## src/rtl/svm_pkg.sv

```systemverilog
// sample voice mixer: shared types, field widths, function codes and csr indexes
// no dependencies; svm_if, svm_scale and the top level use this package, svm_ram does not
`default_nettype none

package svm_pkg;

   // request and result payload types
   typedef logic        [1:0]  func_type;
   typedef logic        [13:0] saddr_type;
   typedef logic signed [15:0] sample_type;
   typedef logic        [2:0]  sound_type;

   // configuration types
   typedef logic [14:0] gain_type;
   typedef logic [28:0] region_type;
   typedef logic [2:0]  csr_idx_type;

   // per-voice playback position
   typedef logic [14:0] pos_type;

   // function codes, the last code is ignored
   localparam func_type FUNC_LOAD  = 2'd0;
   localparam func_type FUNC_TRIG  = 2'd1;
   localparam func_type FUNC_FRAME = 2'd2;

   // register map
   localparam csr_idx_type CSR_GAIN    = 3'd0;
   localparam csr_idx_type CSR_REGION0 = 3'd1;

   localparam int NUM_SOUNDS = 5;
   localparam gain_type GAIN_RESET = 15'd4915;
   localparam int MIX_LIMIT = 32767;

   // region fields
   localparam int START_LSB = 0;
   localparam int START_MSB = 13;
   localparam int LEN_LSB   = 14;
   localparam int LEN_MSB   = 28;

endpackage

`default_nettype wire

```

## src/rtl/svm_scale.sv

```systemverilog
// sample voice mixer: shared gain unit, sign-magnitude multiply by q0.15 gain
// truncating toward zero, result registered; depends on svm_pkg
`default_nettype none

module svm_scale (
   input  logic                clock,
   input  logic                reset,
   input  logic                in_vld,
   input  svm_pkg::sample_type sample,
   input  svm_pkg::gain_type   gain,
   output logic                term_vld_ff,
   output svm_pkg::sample_type term_ff
);
   import svm_pkg::*;

   logic [15:0] mag;
   logic [30:0] prod;
   logic [15:0] quot;
   sample_type  term_in;

   always_comb begin
      mag     = sample[15] ? 16'(-sample) : 16'(sample);
      prod    = 31'(mag) * 31'(gain);
      quot    = prod[30:15];
      term_in = sample[15] ? sample_type'(-quot) : sample_type'(quot);
   end

   always_ff @(posedge clock) begin
      if (reset) begin
         term_vld_ff <= 1'b0;
      end else begin
         term_vld_ff <= in_vld;
      end
      term_ff <= term_in;
   end

endmodule

`default_nettype wire

```

## config.mk

```make
export PLATFORM = sky130hd
export DESIGN_NAME = svm_scale
export DESIGN_NICKNAME = d
export VERILOG_FILES = /design/src/rtl/svm_pkg.sv /design/src/rtl/svm_scale.sv
export SDC_FILE = /design/constraint.sdc
export NUM_CORES = 1
export LEC_CHECK = 0
export BUFFER_PORTS_ARGS = -buffer_cell sky130_fd_sc_hd__buf_4
export CORE_MARGIN = 1.5
export CORE_UTILIZATION = 59
export DETAILED_ROUTE_END_ITERATION = 12
export PLACE_DENSITY = 0.81
export SYNTH_ARGS = -nofsm -noshare
export SYNTH_HDL_FRONTEND = slang
export SYNTH_SLANG_ARGS = --single-unit
```

## constraint.sdc

```tcl
create_clock -name clock -period 9.12 [get_ports clock]
set_input_delay 1.824 -clock clock [delete_from_list [all_inputs] [get_ports clock]]
set_output_delay 1.824 -clock clock [all_outputs]
set_load 0.02 [all_outputs]
```

; Word level (Yosys, flattened, before mapping)
; Cells that the tools add are included.
[totals]
ff_bits = 17
input_bits = 34
wordCells = 7
[classes]
addsub = 2
n_mul = 1
mux = 2
[ops]
columns = op, n
row1 = $mux 16, 2
row2 = $neg 16->16, 2
row3 = $mul 16x15->31, 1

; Logic depth before layout (Yosys ltp)
[logic_depth]
ltp_word = 5
ltp_mapped = 34

; Worst setup path before layout
; OpenSTA, ideal clock, no wires.
[synth_path]
path_kind = input-to-reg
start = input sample[2]
end = register term_ff[15]
setup_ns = 0.126
arrival_ns = 8.921
slack_ns = 0.073
cell_stages = 27
path_buffers = 1
cell_sequence = or3_1 -> nand2b_1 -> or3_1 -> o31ai_1 -> xnor2_1 -> clkbuf_1 -> and2_1 -> fa_1 -> inv_1 -> fa_1 -> inv_1 -> fa_1 -> fa_1 -> fa_1 -> inv_1 -> fa_1 -> inv_1 -> ha_1 -> nand4_2 -> or3_4 -> a211oi_4 -> o31ai_1 -> and2_2 -> xor2_1 -> nand4_1 -> o41ai_2 -> xnor2_1
[synth_via]
elab_chain_len = 5
[synth_rtl]
columns = item, line
row1 = "start, declared", svm_scale.sv:9  ; input svm_pkg::sample_type sample,
row2 = $neg 16->16, svm_scale.sv:22  ; mag = sample[15] ? 16'(-sample) : 16'(sample);
row3 = $mux 16 *, svm_scale.sv:22
row4 = $mul 16x15->31 *, svm_scale.sv:23  ; prod = 31'(mag) * 31'(gain);
row5 = $neg 16->16, svm_scale.sv:25  ; term_in = sample[15] ? sample_type'(-quot) : sample_type'(quot);
row6 = $mux 16 *, svm_scale.sv:25
row7 = net term_in[15], svm_scale.sv:19  ; sample_type term_in;
row8 = "end signal, assigned", svm_scale.sv:34  ; term_ff <= term_in;
row9 = "end, declared", svm_scale.sv:12  ; output svm_pkg::sample_type term_ff
; The timed path passes the listed nets; every way through them passes the cells marked *.
; A chain may end at the register's enable or synchronous reset.

; Worst setup path in the final report
[layout_path]
start = input sample[0]
end = register term_ff[14]
; The elaborated chain is that of the path after synthesis.

==> impl_results.md <==
- Min-delay src: reset
- CP max stage delay: 540 ps
- Commonest non-fill, non-tap cell in the layout: inv_1
- Synth top area cells: fa_1 40%, ha_1 13%, and2_1 9.6%
- Total GRT Usage: 28.9%
- Fmax: 110 MHz
- Critical path class: input pin to flip-flop
- Area grow syn2layout: 19.0%
- Ports: 51
- Yosys cell types: 65
- Average wire per standard cell: 17.5 um
- Max-slew violations: 0
- Worst slew margin: 62.7%
- Final setup violation count: 0
- Most used DFF post-synth: dfxtp_1
- Syn avg cell area: approximately 9 um2
- Synth Area in XOR/XNOR: 3.69%
- Adder-Cell Fraction of Synth Area: 52.8%
- Die Y: 127 um
- Number of port buffers: 50
- Die W: around 130 um
- Status: finished, final reports clean
- Largest net degree at the start of global routing: 32
- Site Rows: 44
- First-pass GRT wire length: approximately 38 mm
- Post-Synthesis Cell Area: 9010 um2
- Critical Path Slowest Stage Cell: fa_1
- Hpwl dp: between 15 and 20 mm
- Initial antenna violation count: 0
- Share of cells above drive strength 1: 21.3%
- Asr flop ratio synth: 0%
- Post-Syn Instances: 1031
- Post-synthesis compound-gate area fraction: 8.19%
- Post-synth EDFFs: 0
- Max Fanout on Critical Path: 6
- Unrepaired setup endpoints after global routing: true
- DRC: 0
- Crit. End Element: flip-flop
- Starting DRT DRC Count: 454
- Final antenna-violating net count: 0
- DRT Wirelength: approximately 23 mm
- Clock root cell: clkbuf_16
- Period Utilization, post-route: 99.8%
- CTS buffer count: 3
- FF+latch count, synth: 17
- Diode count: 0
- Worst min path class: input pin to flip-flop
- GPL Wtd Cong: approximately 0.9
- Family with the most delay on the worst path: adder cells
- Die footprint: 16000 um2
- Share of Yosys cell area claimed by the top area cell type: 39.8%
- Critical Path Source Type: input pin
- CP Data Arrival Time: 9230 ps
- TritonRoute pass-1 iters: 5
- Core ar.: 14700 um2
- Vias in the first global route: 7880
- Worst slew pin tran: 554 ps
- Worst path bufs/invs: 5
- Vias after detailed routing: 7514
- Max cap viols: 0
- Hold path cells: 2
- Area leader, netlist: fa_1
- Simple-Gate Fraction of Synth Area: 20.3%
- Hold worst-path end: term_vld_ff
- Largest family of logic cells by synthesized area: adder cells
- Seq/Total Area, Yosys: 3.78%
- Worst-path clk slew: ~50 ps
- CP dominant cell by count: fa_1
- Most frequent cells in the layout: 206 x inv_1, 176 x fa_1, 136 x nand2_1
- Worst EP required: between 9000 and 10000 ps
- Synth Warn #: 0
- Hold WS: roughly 1700 ps
- Initial core utilization: 61.3%
- Sink Count: 17
- Post-synthesis mux area share: 0.403%
- CTS tree: built
- Post-Syn Nets: 1338
- Final nets: 1450
- Grt total ovfl: 0
- Longest Clk Path Bufs: 2
- Minimum clock period: 9100 ps
- Vias per cell: 5.67
- H-tree depth reported by CTS: 1
- Final hold violations: 0
-- kinds of logic after synthesis --
family / count (synthesis)
flops: 17
xor+xnor: 38
buf+inv: 252
mux: 3
compound gates: 101
simple gates: 347
fa+ha+maj: 273
-- worst max path at each step --
stage | startpoint | to | slack [ps] | cells past startpoint
6_report | sample[0] | term_ff[14] | 20 | 27
5_1_grt | sample[1] | term_ff[14] | -220 | 32
4_1_cts | sample[2] | term_ff[15] | 20 | 29
3_5_place_dp | sample[2] | term_ff[15] | -320 | 26
3_3_place_gp | sample[2] | term_ff[12] | -130 | 27
2_1_floorplan | sample[2] | term_ff[15] | 70 | 27
-- layer usage --
metal | GRT usage (%) | share of wire (%) | vias up
met3 | 2.70 | 5.7 | 54
met2 | 50.4 | 51 | 292
met1 | 39.9 | 42 | 3787
met5 | 0 | 0 | -
li1 | - | - | 3381
met4 | 5.61 | 2.1 | 0
-- what timing repair did --
| item | in CTS | in global routing |
|---|---|---|
| resized for setup | 10 | 74 |
| hold buffers | 0 | 0 |
| endpoints found under the setup margin | 3 | 14 |
| buffers inserted | 3 | 6 |
| pin swaps | 7 | 48 |
-- state kept, by name, indices dropped and copies added (netlist names) --
| name | flops |
|---|---|
| term_vld_ff | 1 |
| term_ff | 16 |
-- synthesized netlist by cell type, types with 3 or more instances --
cell	instances
nand2_1	139
fa_1	179
or3_1	3
o21a_1	3
and3_1	3
o21ai_0	19
a21o_1	6
o211ai_1	3
inv_1	215
dfxtp_1	17
nor2_1	18
o21ai_1	3
nand3_1	9
nor3_1	4
nand2b_1	6
ha_1	94
xor2_1	12
a31o_2	3
a31oi_1	4
nor2b_1	5
o31ai_1	8
nor4_1	4
a211oi_1	5
a21oi_1	22
and2_1	138
clkbuf_1	33
xnor2_1	26
-- area by class of cell --
type                    count  area (um2)
inverters                 215         810
flip-flops and latches     17         340
well taps                 184         230
repair buffers            144        1150
clock buffers               4        78.8
fillers                  1000        3970
multi-input cells         762        8120
-- stage by stage --
| step | utilization [%] | setup TNS, ps | setup slack (ps) | std cells | area [um2] |
|---|---|---|---|---|---|
| 2_1_floorplan | - | 0 | 73.3 | 1031 | 9010 |
| 3_3_place_gp | 68.9 | -520 | -134 | 1313 | 10100 |
| 3_5_place_dp | 68.9 | -1630 | -317 | 1313 | 10100 |
| 4_1_cts | 70.0 | 0 | 19.3 | 1320 | 10300 |
| 5_1_grt | 73.0 | -895 | -216 | 1326 | 10700 |
| 6_report | 73.0 | 0 | 18.4 | 1326 | 10700 |
Power is left out: the tool's default activity adds up to more than one toggle a clock period on the data nets, which glitch-free logic cannot reach.
